`src/hw/rtl/ipmb_response_checker_top_defines.svh`:
```
// Assertion macros for the IPMB response checker
`ifndef IPMB_RESPONSE_CHECKER_TOP_DEFINES_SVH
`define IPMB_RESPONSE_CHECKER_TOP_DEFINES_SVH

// Same-cycle implication, clocked on clk_i, off while rst_ni is low.
`define IPMBRC_ASSERT_NOW(lbl, ante, cons, msg) \
  lbl: assert property (@(posedge clk_i) disable iff (!rst_ni) (ante) |-> (cons)) \
    else $error(msg);

// Next-cycle implication, clocked on clk_i, off while rst_ni is low.
`define IPMBRC_ASSERT_NEXT(lbl, ante, cons, msg) \
  lbl: assert property (@(posedge clk_i) disable iff (!rst_ni) (ante) |=> (cons)) \
    else $error(msg);

`endif

```
`src/hw/rtl/ipmbrc_pkg.sv`:
```
// Shared types and constants of the IPMB response checker
`default_nettype none

package ipmbrc_pkg;

  typedef enum logic [1:0] {
    StatusOk      = 2'd0,
    StatusHdrErr  = 2'd1,
    StatusDataErr = 2'd2,
    StatusShort   = 2'd3
  } status_e;

  // Byte positions inside a response frame
  localparam logic [7:0] HdrLen    = 8'd3;   // bytes 0..2 form the header
  localparam logic [7:0] NetFnPos  = 8'd1;
  localparam logic [7:0] CcodePos  = 8'd6;
  localparam logic [7:0] MinFrame  = 8'd7;
  localparam logic [7:0] IndexMax  = 8'hFF;
  localparam logic [7:0] ErrReturn = 8'hFF;

  typedef struct packed {
    logic [7:0] frame_byte;
    logic       frame_end;
  } in_item_t;

  typedef struct packed {
    status_e    status;
    logic [5:0] net_function;
    logic [7:0] completion_code;
    logic [7:0] handler_return;
  } result_t;

endpackage

`default_nettype wire

```
`src/hw/rtl/ipmbrc_in_stage.sv`:
```
// Input register stage: holds one accepted byte until the frame logic takes it
`default_nettype none

module ipmbrc_in_stage (
  input  logic                 clk_i,
  input  logic                 rst_ni,
  input  logic                 in_valid_i,
  output logic                 in_stall_o,
  input  ipmbrc_pkg::in_item_t item_i,
  input  logic                 res_full_i,
  output logic                 step_o,
  output ipmbrc_pkg::in_item_t item_o
);
  import ipmbrc_pkg::*;

  logic     valid_d, valid_q;
  in_item_t item_q;
  logic     accept;

  // A last byte moves on only when the result buffer has room.
  assign step_o     = valid_q && !(item_q.frame_end && res_full_i);
  assign in_stall_o = valid_q && !step_o;
  assign accept     = in_valid_i && !in_stall_o;
  assign item_o     = item_q;

  always_comb begin
    valid_d = valid_q;
    if (accept) begin
      valid_d = 1'b1;
    end else if (step_o) begin
      valid_d = 1'b0;
    end
  end

  always_ff @(posedge clk_i or negedge rst_ni) begin
    if (!rst_ni) begin
      valid_q <= 1'b0;
    end else begin
      valid_q <= valid_d;
    end
  end

  always_ff @(posedge clk_i) begin
    if (accept) begin
      item_q <= item_i;
    end
  end

endmodule

`default_nettype wire

```
`src/hw/rtl/ipmbrc_frame.sv`:
```
// Frame state: byte count, header and payload sums, held fields, result build
`default_nettype none

module ipmbrc_frame (
  input  logic                 clk_i,
  input  logic                 rst_ni,
  input  logic                 step_i,
  input  ipmbrc_pkg::in_item_t item_i,
  output ipmbrc_pkg::result_t  res_o
);
  import ipmbrc_pkg::*;

  logic [7:0] idx_d, idx_q;
  logic [7:0] hsum_d, hsum_q;
  logic [7:0] psum_d, psum_q;
  logic [5:0] netfn_d, netfn_q;
  logic [7:0] ccode_d, ccode_q;
  logic [7:0] idx_nxt, hsum_nxt, psum_nxt, ccode_nxt;
  logic [5:0] netfn_nxt;
  status_e    status;

  // State after this byte, before the end-of-frame clear.
  always_comb begin
    idx_nxt   = (idx_q != IndexMax) ? idx_q + 8'd1 : idx_q;
    hsum_nxt  = hsum_q;
    psum_nxt  = psum_q;
    if (idx_q < HdrLen) begin
      hsum_nxt = hsum_q + item_i.frame_byte;
    end else begin
      psum_nxt = psum_q + item_i.frame_byte;
    end
    netfn_nxt = (idx_q == NetFnPos) ? item_i.frame_byte[7:2] : netfn_q;
    ccode_nxt = (idx_q == CcodePos) ? item_i.frame_byte : ccode_q;
  end

  // Short frame wins, then header, then data checksum.
  always_comb begin
    if (idx_nxt < MinFrame) begin
      status = StatusShort;
    end else if (hsum_nxt != 8'd0) begin
      status = StatusHdrErr;
    end else if (psum_nxt != 8'd0) begin
      status = StatusDataErr;
    end else begin
      status = StatusOk;
    end
    res_o.status          = status;
    res_o.net_function    = netfn_nxt;
    res_o.completion_code = ccode_nxt;
    res_o.handler_return  = (status == StatusOk) ? ccode_nxt : ErrReturn;
  end

  always_comb begin
    idx_d   = idx_q;
    hsum_d  = hsum_q;
    psum_d  = psum_q;
    netfn_d = netfn_q;
    ccode_d = ccode_q;
    if (step_i) begin
      if (item_i.frame_end) begin
        idx_d   = 8'd0;
        hsum_d  = 8'd0;
        psum_d  = 8'd0;
        netfn_d = 6'd0;
        ccode_d = 8'd0;
      end else begin
        idx_d   = idx_nxt;
        hsum_d  = hsum_nxt;
        psum_d  = psum_nxt;
        netfn_d = netfn_nxt;
        ccode_d = ccode_nxt;
      end
    end
  end

  always_ff @(posedge clk_i or negedge rst_ni) begin
    if (!rst_ni) begin
      idx_q   <= 8'd0;
      hsum_q  <= 8'd0;
      psum_q  <= 8'd0;
      netfn_q <= 6'd0;
      ccode_q <= 8'd0;
    end else begin
      idx_q   <= idx_d;
      hsum_q  <= hsum_d;
      psum_q  <= psum_d;
      netfn_q <= netfn_d;
      ccode_q <= ccode_d;
    end
  end

endmodule

`default_nettype wire

```
`src/hw/rtl/ipmbrc_res_buf.sv`:
```
// Two-entry result buffer between the frame logic and the output channel
`default_nettype none

module ipmbrc_res_buf (
  input  logic                clk_i,
  input  logic                rst_ni,
  input  logic                push_i,
  input  ipmbrc_pkg::result_t data_i,
  output logic                full_o,
  output logic                valid_o,
  input  logic                stall_i,
  output ipmbrc_pkg::result_t data_o
);
  import ipmbrc_pkg::*;

  result_t    entries_q [2];
  logic       wr_ptr_d, wr_ptr_q;
  logic       rd_ptr_d, rd_ptr_q;
  logic [1:0] cnt_d, cnt_q;
  logic       pop;

  assign full_o  = (cnt_q == 2'd2);
  assign valid_o = (cnt_q != 2'd0);
  assign pop     = valid_o && !stall_i;
  assign data_o  = entries_q[rd_ptr_q];

  always_comb begin
    wr_ptr_d = push_i ? ~wr_ptr_q : wr_ptr_q;
    rd_ptr_d = pop ? ~rd_ptr_q : rd_ptr_q;
    cnt_d    = cnt_q + {1'b0, push_i} - {1'b0, pop};
  end

  always_ff @(posedge clk_i or negedge rst_ni) begin
    if (!rst_ni) begin
      wr_ptr_q <= 1'b0;
      rd_ptr_q <= 1'b0;
      cnt_q    <= 2'd0;
    end else begin
      wr_ptr_q <= wr_ptr_d;
      rd_ptr_q <= rd_ptr_d;
      cnt_q    <= cnt_d;
    end
  end

  always_ff @(posedge clk_i) begin
    if (push_i) begin
      entries_q[wr_ptr_q] <= data_i;
    end
  end

endmodule

`default_nettype wire

```
`src/hw/rtl/ipmb_response_checker_top.sv`:
```
// IPMB response checker: checksum and length check of one response frame per result
//
// Input channel: one frame byte per item on frame_byte_i, frame_end_i high on
// the last byte. An item is taken when in_valid_i is high and in_stall_o low.
// Output channel: one result item per frame, offered on res_valid_o and taken
// when res_stall_i is low: status (ok, header checksum error, data checksum
// error, frame too short), net function from byte 1, completion code from
// byte 6 and the handler return (completion code when ok, else 0xFF).
// Throughput: one byte per cycle, sustained, while results drain.
// The result for a last byte passes the input register, then the frame logic
// into the result buffer, which offers it on res_valid_o.
// Stall: the two-entry result buffer absorbs results while the receiver
// stalls; only a last byte waiting on a full buffer holds the input register
// and raises in_stall_o. Bytes without the end flag keep flowing.
// Reset: clears the byte count, both sums, the held fields and both buffers;
// the first byte after reset is byte 0 of a new frame.
`default_nettype none

`include "ipmb_response_checker_top_defines.svh"

module ipmb_response_checker_top (
  input  logic       clk_i,
  input  logic       rst_ni,
  // byte input channel
  input  logic       in_valid_i,
  output logic       in_stall_o,
  input  logic [7:0] frame_byte_i,
  input  logic       frame_end_i,
  // result output channel
  output logic       res_valid_o,
  input  logic       res_stall_i,
  output logic [1:0] status_o,
  output logic [5:0] net_function_o,
  output logic [7:0] completion_code_o,
  output logic [7:0] handler_return_o
);
  import ipmbrc_pkg::*;

  in_item_t in_item;
  in_item_t stage_item;
  logic     step;
  logic     res_full;
  logic     res_push;
  result_t  frame_res;
  result_t  out_res;

  assign in_item.frame_byte = frame_byte_i;
  assign in_item.frame_end  = frame_end_i;

  ipmbrc_in_stage u_in_stage (
    .clk_i      (clk_i),
    .rst_ni     (rst_ni),
    .in_valid_i (in_valid_i),
    .in_stall_o (in_stall_o),
    .item_i     (in_item),
    .res_full_i (res_full),
    .step_o     (step),
    .item_o     (stage_item)
  );

  // Sums and counters advance once per byte leaving the input register; the last byte clears them.
  ipmbrc_frame u_frame (
    .clk_i  (clk_i),
    .rst_ni (rst_ni),
    .step_i (step),
    .item_i (stage_item),
    .res_o  (frame_res)
  );

  // A result exists only for the byte carrying the end flag.
  assign res_push = step && stage_item.frame_end;

  ipmbrc_res_buf u_res_buf (
    .clk_i   (clk_i),
    .rst_ni  (rst_ni),
    .push_i  (res_push),
    .data_i  (frame_res),
    .full_o  (res_full),
    .valid_o (res_valid_o),
    .stall_i (res_stall_i),
    .data_o  (out_res)
  );

  assign status_o          = out_res.status;
  assign net_function_o    = out_res.net_function;
  assign completion_code_o = out_res.completion_code;
  assign handler_return_o  = out_res.handler_return;

  `IPMBRC_ASSERT_NOW(a_ok_returns_ccode,
    res_valid_o && (out_res.status == StatusOk),
    handler_return_o == completion_code_o,
    "ok result must return the completion code")
  `IPMBRC_ASSERT_NOW(a_err_returns_ff,
    res_valid_o && (out_res.status != StatusOk),
    handler_return_o == ErrReturn,
    "error result must return 0xFF")
  `IPMBRC_ASSERT_NEXT(a_push_shows_result, res_push, res_valid_o,
    "result pushed but not offered")
  `IPMBRC_ASSERT_NOW(a_stall_only_when_full, in_stall_o, res_full && step == 1'b0,
    "input stalled while result buffer has room")

endmodule

`default_nettype wire
```
`config.mk`:
```
export PLATFORM = sky130hd
export DESIGN_NAME = ipmb_response_checker_top
export DESIGN_NICKNAME = d
export VERILOG_FILES = /design/src/hw/rtl/ipmbrc_pkg.sv /design/src/hw/rtl/ipmbrc_in_stage.sv /design/src/hw/rtl/ipmbrc_frame.sv /design/src/hw/rtl/ipmbrc_res_buf.sv /design/src/hw/rtl/ipmb_response_checker_top.sv
export VERILOG_INCLUDE_DIRS = /design/src /design/src/hw/rtl
export SDC_FILE = /design/constraint.sdc
export NUM_CORES = 1
export LEC_CHECK = 0
export ABC_CLOCK_PERIOD_IN_PS = 3050
export BUFFER_PORTS_ARGS = -buffer_cell sky130_fd_sc_hd__buf_2
export CAP_MARGIN = 0
export CELL_PAD_IN_SITES_DETAIL_PLACEMENT = 1
export CELL_PAD_IN_SITES_GLOBAL_PLACEMENT = 1
export CORE_ASPECT_RATIO = 0.8
export CORE_MARGIN = 3
export CORE_UTILIZATION = 25
export CTS_BUF_LIST = sky130_fd_sc_hd__clkbuf_2
export DETAILED_ROUTE_END_ITERATION = 12
export HOLD_SLACK_MARGIN = 0.05
export PLACE_DENSITY_LB_ADDON = 0.15
export SYNTH_ARGS = -nofsm -noshare
export SYNTH_HDL_FRONTEND = slang
export SYNTH_SLANG_ARGS = --single-unit
export TNS_END_PERCENT = 50
```
`constraint.sdc`:
```
create_clock -name clk_i -period 3.05 [get_ports clk_i]
set_clock_uncertainty 0.05 [all_clocks]
set_input_delay 0.1525 -clock clk_i [delete_from_list [all_inputs] [get_ports clk_i]]
set_output_delay 0.1525 -clock clk_i [all_outputs]
set_load 0.005 [all_outputs]
```
==> qor.yml, run 1 <==
status:
  status: "complete, no violations"
setup_path:
  critPathMaxFanout: 9
  startpoint: "u_in_stage.item_o[1]"
  r2r-start: "u_in_stage.item_o[1]"
  cp_slowest_cell: "edfxtp_1"
  reg2reg_slack_ns: 0.13
  slowest_delay_ns: 0.48
  critical_path_class: "flip-flop to flip-flop"
  worst_ep_required_time_ns: 3.38
  start_kind: "flip-flop"
  path_cells: "ha_1 -> fa_1 -> a21o_1 -> a221oi_2 -> xor2_1 -> nand4_1 -> a211oi_4 -> buf_12 -> nand4_1"
  worst_path_most_repeated_cell: "nand4_1"
  worstSetupEndpointType: "flip-flop"
  cp_num_buf_inv: 1
  crit_arrival_ns: 3.26
  critPathTopFamily: "compound AO/OA/AOI/OAI gates"
detailed_routing:
  dr.first_iter.drc_count: 234
  viasPerCell: 4.74
  drtAntennaViolNets: 0
  drc: 0
  wl_per_cell_um: 17.6
  vias: 3598
  firstDrtPassIters: 4
  wl_mm: 13.3
sta:
  worst_pin_slew_ns: 1.07
  maxSlewHeadroom_pct: 28.5
  final_hold_viol_count: 0
  drv_slew: 0
  setup_violations: 0
  fin_crit_ns: 2.92
  rsz0062_at_grt: "no"
  fmax_ghz: 0.342
  finalCritPeriodShare_pct: 95.9
  setup_tns_ns: 0
clock_tree:
  tritoncts: "done"
  insertion_delay_ns: 0.65
  numCtsBuffers: 9
  clockRootBuffer: "clkbuf_2"
  clock_sinks: 100
  clk_pin_slew_ns: 0.32
  htree_levels: 3
  clk_path_buf_depth: 2
synthesis:
  synth_area_sq_um: 5000
  ys_seq_area_share_pct: 55.7
  ys_types: 60
  synth_flop_cell: "edfxtp_1"
  postSynthAreaPerCell_sq_um: 11.7
  synthCells: 428
  async_flop_share_pct: 43.0
  yosys_register_bits: 100
  ys_warn_count: 0
  synth_fp_nets: 462
  synth_edf_count: 57
power:
  p_total_mw: 4.87
  p_leak_nw: 2.35
  vdd_drop_max_mv: 0.273
  powerDensity_nw_per_um2: 826
finish:
  final_area_sq_um: 5900
  drive_gt1_share_pct: 23.4
  syn2layout_area_growth_pct: 17.9
  n_antenna_cell: 0
  fillers: 2177
  finalNetCount: 530
grt:
  grt_max_degree: 44
  grt_pass1_wl_mm: 21.5
  antenna_found_initial: 0
  grt_usage_pct: 12.8
  grt_pass1_vias: 3820
  grt_overflow_total: 0
placed_design:
  port_buffers: 38
  hpwl_mm: 9.50
  gp_congestion: 0.787
  dpl_cell_area_sq_um: 5620
floorplan:
  start_util_pct: 25.9
  die_height_um: 133
  die_w_um: 164
  pin_count: 39
  fp-row-count: 45
  die-area_sq_um: 21800
  coreArea_sq_um: 19300
worst_hold_path:
  hp-class: "input port to asynchronous set/reset pin"
run:
  drv_cap: 0
-- sequential cells by signal (all words and copies together) (netlist names) --
name                 count
u_res_buf.wr_ptr_q       1
u_res_buf.cnt_q          2
u_frame.netfn_q          6
u_res_buf.rd_ptr_q       1
u_frame.psum_q           8
u_in_stage.item_o        9
u_in_stage.valid_q       1
u_res_buf.entries_q     48
u_frame.hsum_q           8
u_frame.idx_q            8
u_frame.ccode_q          8
-- layout by cell type, fill, tap and decap left out, types with 5 or more instances in the layout --
master | synthesis | routed
xnor2_1 | 5 | 5
clkbuf_2 | 0 | 9
and3_1 | 6 | 6
o21ai_0 | 32 | 32
dlygate4sd3_1 | 0 | 12
ha_1 | 19 | 18
nor2_1 | 28 | 27
a21oi_1 | 17 | 17
mux2_2 | 29 | 29
inv_1 | 24 | 24
nor4_1 | 5 | 5
xor2_1 | 8 | 8
nor3_1 | 7 | 7
edfxtp_1 | 57 | 57
nand3_1 | 7 | 7
nand2_1 | 38 | 38
dfrtp_1 | 43 | 43
a22o_1 | 9 | 9
nand4_1 | 11 | 11
buf_4 | 0 | 22
buf_2 | 3 | 38
mux2i_1 | 6 | 6
-- routing by layer --
metal / vias up / global-route usage (%) / part of all wire, %
li1: 1730 / - / -
met1: 1808 / 18.6 / 51
met2: 51 / 19.3 / 44
met3: 9 / 3.41 / 4.1
met4: 0 / 2.58 / 1.0
met5: - / 0 / 0
-- cells in the mapped netlist (5+ instances only) --
library cell  instances  area share (%)
edfxtp_1             57              34
dfrtp_1              43              22
nand2_1              38             2.9
o21ai_0              32             3.2
mux2_2               29             6.5
nor2_1               28             2.1
inv_1                24             1.8
ha_1                 19             4.8
a21oi_1              17             1.7
nand4_1              11             1.4
clkbuf_1             10            0.75
a22o_1                9             1.6
xor2_1                8             1.4
nand3_1               7            0.70
nor3_1                7            0.70
and3_1                6            0.75
mux2i_1               6             1.2
nor4_1                5            0.63
xnor2_1               5            0.88
-- path summary, 6_finish.rpt --
kind | endpoint | depth (start not counted)
min reg2reg | u_res_buf.rd_ptr_q | 1
min | u_frame.netfn_q[1] | 2
max | u_res_buf.entries_q[1][5] | 9
max reg2reg | u_res_buf.entries_q[1][5] | 9
max in group asynchronous | u_frame.ccode_q[6] | 2
min in group clk_i | u_in_stage.item_o[5] | 2
-- cells by family (layout without fill, tap and decap cells) --
group	after synthesis	after routing	share of synthesized area, %
and+or+nand+nor	119	119	11.8
AOI/OAI and AO/OA	100	100	13.8
DFF	100	100	55.7
buffers and inverters	40	113	3.23
muxes	35	35	7.73
adders and majority gates	21	21	5.55
xor gates and xnor gates	13	13	2.28
-- through the flow --
| stage | instances | hold WS [ns] | worst slack (ns) | utilization, % |
|---|---|---|---|---|
| after floorplan | 428 | -0.193 | 0.333 | - |
| after global placement | 729 | 0.285 | 0.107 | 29.1 |
| after detailed placement | 729 | 0.289 | 0.0196 | 29.1 |
| after CTS | 758 | 0.0797 | 0.0157 | 30.4 |
| after global routing | 759 | 0.0839 | 0.0213 | 30.5 |
| final | 759 | 0.137 | 0.126 | 30.5 |
-- power by group --
group | internal (mW) | switching [mW]
sequential | 1.74 | 0.218
combinational | 0.969 | 1.24
clock | 0.202 | 0.502
-- cell type report --
type | instances | area (sq um) | area share (%)
Inverter | 24 | 90.1 | 1.53
Sequential cell | 100 | 2790 | 47.3
Tap cell | 258 | 323 | 5.47
Multi-Input combinational cell | 288 | 2080 | 35.2
Clock inverter | 7 | 78.8 | 1.34
Timing Repair Buffer | 73 | 495 | 8.40
Clock buffer | 9 | 45.0 | 0.764
-- what timing repair did --
item                                    4_1_cts  5_1_grt
resized for setup                             0        4
endpoints found under the setup margin        2       20
pin swaps                                     0        2
hold buffers                                 12        0
buffers inserted                              1        1
endpoints found under the hold margin        56        0
No activity file was read; power rests on OpenSTA's default activity.
==> run 2: changes to the inputs <==
Settings changed: CORE_ASPECT_RATIO 0.8 to 0.6.
==> qor.yml, run 2 (synthesis gave the netlist of run 1 again) <==
worst_hold_path:
  hp-class: "input port to flip-flop"  # was input port to asynchronous set/reset pin
setup_path:
  start_kind: "flip-flop"  # unchanged
  cp_slowest_cell: "edfxtp_1"  # unchanged
  path_cells: "ha_1 -> fa_1 -> a21o_1 -> a221oi_2 -> xor2_1 -> nand4_1 -> a211oi_4 -> buf_12 -> nand4_1"  # unchanged
  critPathMaxFanout: 9  # unchanged
  worst_path_most_repeated_cell: "nand4_1"  # unchanged
  worst_ep_required_time_ns: 3.38  # about the same
  crit_arrival_ns: 3.28  # was 3.26 ns
  worstSetupEndpointType: "flip-flop"  # unchanged
  critical_path_class: "flip-flop to flip-flop"  # unchanged
  slowest_delay_ns: 0.47  # was 0.48 ns
finish:
  largest-register: "u_res_buf.entries_q"  # unchanged
  n_antenna_cell: 0  # unchanged
  fillers: 2187  # was 2177
  finalNetCount: 536  # was 530
  final_cell_mix: "edfxtp_1 (57), dfrtp_1 (43), nand2_1 (38), buf_2 (38), o21ai_0 (32)"  # unchanged
  layoutNonFillerInstCount: 773  # was 759
  syn2layout_area_growth_pct: 19.2  # was 17.9%
  multi_input_area_sq_um: 2080  # about the same
  fin_util_pct: 30.9  # was 30.5%
  final_common_cell: "edfxtp_1"  # unchanged
  regArea_sq_um: 2790  # unchanged
  drive_gt1_share_pct: 23.7  # was 23.4%
  final_area_sq_um: 5960  # was 5900 sq um
  largest_reg_flops: 48  # unchanged
floorplan:
  pin_count: 39  # unchanged
  die_height_um: 116  # was 133 um
  fp-row-count: 39  # was 45
  die_w_um: 189  # was 164 um
  die-area_sq_um: 21800  # about the same
  start_util_pct: 25.9  # about the same
  coreArea_sq_um: 19300  # about the same
grt:
  grt_usage_pct: 13.7  # was 12.8%
  grt_pass1_vias: 3918  # was 3820
  antenna_found_initial: 0  # unchanged
  grt_overflow_total: 0  # unchanged
  grt_max_degree: 26  # was 44
  grt_pass1_wl_mm: 22.8  # was 21.5 mm
clock_tree:
  tritoncts: "done"  # unchanged
  numCtsBuffers: 9  # unchanged
  clock_sinks: 100  # unchanged
  clk_pin_slew_ns: 0.29  # was 0.32 ns
  clk_path_buf_depth: 2  # unchanged
  clockRootBuffer: "clkbuf_2"  # unchanged
  htree_levels: 3  # unchanged
  insertion_delay_ns: 0.62  # was 0.65 ns
placed_design:
  post-place-ws_ns: 0.0771  # was 0.0196 ns
  hpwl_mm: 10.4  # was 9.50 mm
  port_buffers: 38  # unchanged
  gp_congestion: 0.827  # was 0.787
  dp_cells: 741  # was 729
  dpl_cell_area_sq_um: 5660  # was 5620 sq um
sta:
  fin_crit_ns: 2.96  # was 2.92 ns
  setup_tns_ns: 0  # unchanged
  fmax_ghz: 0.338  # was 0.342 GHz
  setup_violations: 0  # unchanged
  rsz0062_at_grt: "no"  # unchanged
  worst_pin_slew_ns: 0.683  # was 1.07 ns
  final_hold_viol_count: 0  # unchanged
  finalCritPeriodShare_pct: 96.9  # was 95.9%
  maxSlewHeadroom_pct: 54.5  # was 28.5%
  setup_slack_ns: 0.0943  # was 0.126 ns
  hold_slack_ns: 0.179  # was 0.137 ns
  drv_slew: 0  # unchanged
status:
  status: "complete, no violations"  # unchanged
detailed_routing:
  dr.first_iter.drc_count: 283  # was 234
  wl_mm: 14.4  # was 13.3 mm
  firstDrtPassIters: 4  # unchanged
  drc: 0  # unchanged
  drtAntennaViolNets: 0  # unchanged
  viasPerCell: 4.76  # was 4.74
  wl_per_cell_um: 18.6  # was 17.6 um
  vias: 3683  # was 3598
run:
  drv_cap: 0  # unchanged
power:
  p_leak_nw: 2.37  # was 2.35 nW
  powerDensity_nw_per_um2: 823  # was 826 nW/um^2
  vdd_drop_max_mv: 0.434  # was 0.273 mV
  p_total_mw: 4.91  # was 4.87 mW
## run 2: cell count changes in the layout (fill, tap and decap cells not counted), sizes merged
cell	before	now
buf	61	66
clkinvlp	1	3
dlygate4sd3	12	13
inv	28	26
## run 2: final timing paths
check                                      from                         to  slack (ns)  depth (start not counted)
min in group asynchronous                rst_ni          u_frame.hsum_q[3]        0.50                          4
max reg2reg                u_in_stage.item_o[1]  u_res_buf.entries_q[1][0]        0.09                          9
max                        u_in_stage.item_o[1]  u_res_buf.entries_q[1][0]        0.09                          9
min                             frame_byte_i[1]       u_in_stage.item_o[2]        0.18                          2
min reg2reg                  u_res_buf.rd_ptr_q         u_res_buf.rd_ptr_q        0.44                          1
max in group asynchronous                rst_ni         u_frame.netfn_q[3]        2.14                          4
## run 2: final cells by class
class | count | area share (%)
repair buffers | 79 | 9.32
clock buffers | 9 | 0.755
clock inverters | 7 | 1.24
inverters | 24 | 1.51
multi-input cells | 288 | 34.9
well taps | 266 | 5.58
flip-flops and latches | 100 | 46.7
## run 2: what timing repair did
| item | 4_1_cts | 5_1_grt |
|---|---|---|
| buffers inserted | 0 | 2 |
| gates resized for setup | 0 | 3 |
| setup endpoints to repair | 0 | 18 |
| hold endpoints to repair | 56 | 0 |
| hold buffers | 14 | 0 |
## run 2: worst max-delay path: cells and delay by family (launching register included)
family | cells | cell delay (ns)
buf+inv | 1 | 0.17
flops | 1 | 0.47
compound gates | 3 | 0.79
simple gates | 2 | 0.32
fa+ha+maj | 2 | 0.67
xor+xnor | 1 | 0.24
## run 2: routing by layer
| metal | up-vias | GRT usage, % | share of wire [%] |
|---|---|---|---|
| met2 | 56 | 20.4 | 41 |
| met4 | 0 | 2.58 | 0.88 |
| li1 | 1737 | - | - |
| met1 | 1878 | 20.3 | 54 |
| met5 | - | 0 | 0 |
| met3 | 12 | 3.60 | 4.0 |
## run 2: power breakdown
| group | total, mW | switching [mW] | internal (mW) |
|---|---|---|---|
| clock network | 0.674 | 0.483 | 0.191 |
| registers | 1.97 | 0.230 | 1.74 |
| logic | 2.27 | 1.28 | 0.987 |
==> run 3: changes to the inputs <==
Settings changed: GPL_TIMING_DRIVEN from default to 0, RECOVER_POWER from default to 50.
==> qor.yml, run 3 (synthesis gave the netlist of run 1 again) <==
status:
  status: "complete, but fails checks"  # was complete, no violations
  violations: "capacitance limit, slew limit, setup timing"
sta:
  setup_tns_ns: -0.0799  # was 0 ns
  drv_slew: 44  # was 0
  finalCritPeriodShare_pct: 101  # was 96.9%
  fmax_ghz: 0.325  # was 0.338 GHz
  setup_violations: 4  # was 0
  worst_pin_slew_ns: 2.55  # was 0.683 ns
  maxSlewHeadroom_pct: -69.9  # was 54.5%
  setup_slack_ns: -0.0267  # was 0.0943 ns
  fin_crit_ns: 3.08  # was 2.96 ns
  final_hold_viol_count: 0  # unchanged
  rsz0062_at_grt: "yes"  # was no
placed_design:
  dp_cells: 733  # was 741
  port_buffers: 38  # unchanged
  gp_congestion: 0.813  # was 0.827
  hpwl_mm: 10.7  # was 10.4 mm
grt:
  grt_pass1_wl_mm: 22.6  # was 22.8 mm
  grt_usage_pct: 13.8  # was 13.7%
  grt_max_degree: 44  # was 26
  grt_overflow_total: 0  # unchanged
  antenna_found_initial: 0  # unchanged
  grt_pass1_vias: 3787  # was 3918
finish:
  final_common_cell: "edfxtp_1"  # unchanged
  final_cell_mix: "edfxtp_1 (57), dfrtp_1 (43), nand2_1 (38)"  # was edfxtp_1 (57), dfrtp_1 (43), nand2_1 (38), buf_2 (38), o21ai_0 (32)
  layoutNonFillerInstCount: 777  # was 773
  n_antenna_cell: 0  # unchanged
  drive_gt1_share_pct: 21.7  # was 23.7%
  finalNetCount: 540  # was 536
  regArea_sq_um: 2790  # unchanged
  fillers: 2189  # was 2187
  largest-register: "u_res_buf.entries_q"  # unchanged
  syn2layout_area_growth_pct: 20.5  # was 19.2%
  multi_input_area_sq_um: 2150  # was 2080 sq um
  largest_reg_flops: 48  # unchanged
floorplan:
  fp-row-count: 39  # unchanged
  pin_count: 39  # unchanged
  die_w_um: 189  # unchanged
  start_util_pct: 25.9  # unchanged
  die-area_sq_um: 21800  # unchanged
  coreArea_sq_um: 19300  # unchanged
  die_height_um: 116  # unchanged
setup_path:
  reg2reg_depth: 9  # unchanged
  r2r-start: "u_in_stage.item_o[2]"  # was u_in_stage.item_o[1]
  crit_arrival_ns: 3.38  # was 3.28 ns
  reg2reg_slack_ns: -0.03  # was 0.09 ns
  critical_path_class: "flip-flop to flip-flop"  # unchanged
  r2r-end: "u_res_buf.entries_q[1][6]"  # was u_res_buf.entries_q[1][0]
  start_kind: "flip-flop"  # unchanged
  worstSetupEndpointType: "flip-flop"  # unchanged
  worst_ep_required_time_ns: 3.36  # was 3.38 ns
  critPathMaxFanout: 4  # was 9
  endpoint: "u_res_buf.entries_q[1][6]"  # was u_res_buf.entries_q[1][0]
  startpoint: "u_in_stage.item_o[2]"  # was u_in_stage.item_o[1]
detailed_routing:
  vias: 3704  # was 3683
  drtAntennaViolNets: 0  # unchanged
  firstDrtPassIters: 4  # unchanged
  drc: 0  # unchanged
  wl_mm: 14.7  # was 14.4 mm
  wl_per_cell_um: 18.9  # was 18.6 um
  viasPerCell: 4.77  # was 4.76
  dr.first_iter.drc_count: 153  # was 283
worst_hold_path:
  hp-class: "input port to flip-flop"  # unchanged
  hold_start: "frame_byte_i[1]"  # unchanged
power:
  vdd_drop_max_mv: 0.261  # was 0.434 mV
  powerDensity_nw_per_um2: 846  # was 823 nW/um^2
  p_leak_nw: 2.37  # about the same
clock_tree:
  numCtsBuffers: 9  # unchanged
  clockRootBuffer: "clkbuf_2"  # unchanged
  htree_levels: 3  # unchanged
  clk_pin_slew_ns: 0.29  # about the same
  clk_path_buf_depth: 2  # unchanged
  tritoncts: "done"  # unchanged
  insertion_delay_ns: 0.61  # was 0.62 ns
  clock_sinks: 100  # unchanged
run:
  drv_cap: 1  # was 0
==> run 3: cell types whose count changed in the layout (fill, tap and decap cells not counted), moves of 2 or more <==
cell / delta
clkbuf_1: +18
buf_4: -13
mux2_1: +5
mux2_2: -5
buf_2: -4
clkinvlp_4: -3
a211oi_1: -2
buf_6: +2
clkinv_2: +2
ha_1: -2
==> run 3: where the power goes <==
group	total (mW)	internal [mW]	switching, mW
clock network	0.659	0.194	0.465
registers	1.95	1.74	0.211
logic	2.50	1.08	1.41
==> run 3: worst max-delay path: stages (launching register included) <==
cell       delay (ns)
edfxtp_1         0.52
buf_6            0.15
fa_2             0.40
a21o_1           0.19
a221oi_2         0.28
xor2_1           0.24
nand4_1          0.19
a211oi_4         0.43
clkbuf_16        0.22
nand4_1          0.13
==> run 3: timing repair <==
item,4_1_cts,5_1_grt
gates resized for setup,6,11
hold endpoints to repair,56,0
pin swaps,1,7
setup buffers,2,14
endpoints found under the setup margin,18,44
gates cloned,0,1
hold buffers,12,0
==> run 3: worst min path at each step <==
| stage | cells after the start | slack (ns) | endpoint |
|---|---|---|---|
| floorplan | 0 | -0.19 | u_frame.ccode_q[0] |
| global placement | 1 | 0.28 | u_in_stage.item_o[8] |
| detailed placement | 1 | 0.28 | u_in_stage.item_o[6] |
| CTS | 2 | 0.11 | u_in_stage.item_o[0] |
| global route | 2 | 0.10 | u_in_stage.item_o[0] |
| finish | 2 | 0.20 | u_in_stage.item_o[2] |
==> run 3: cell type report <==
cell class | count | share of cell area, %
flip-flops and latches | 100 | 46.2
inverters | 24 | 1.49
multi-input cells | 288 | 35.7
repair buffers | 68 | 8.16
plain buffers | 15 | 1.10
well taps | 266 | 5.52
clock inverters | 6 | 1.02
clock buffers | 10 | 0.830
==> run 3: metal layers <==
metal | vias up | GRT usage, % | share of wire, % | wire (um)
li1 | 1750 | - | - | -
met1 | 1881 | 21.1 | 54 | 8010
met2 | 63 | 19.8 | 40 | 5890
met3 | 10 | 3.39 | 4.5 | 662
met4 | 0 | 2.68 | 0.90 | 132
met5 | - | 0 | 0 | 0
==> run 3: through the flow <==
step / total power [mW] / setup slack [ns] / cell area (sq um) / util, % / hold slack, ns
floorplan: 3.36 / 0.333 / 5000 / - / -0.193
global placement: 4.00 / -0.769 / 5530 / 28.6 / 0.284
detailed placement: 4.09 / -0.401 / 5540 / 28.7 / 0.281
CTS: 4.92 / 0.0379 / 5840 / 30.2 / 0.111
global route: 5.51 / -0.0982 / 6030 / 31.2 / 0.100
finish: 5.10 / -0.0267 / 6030 / 31.2 / 0.198
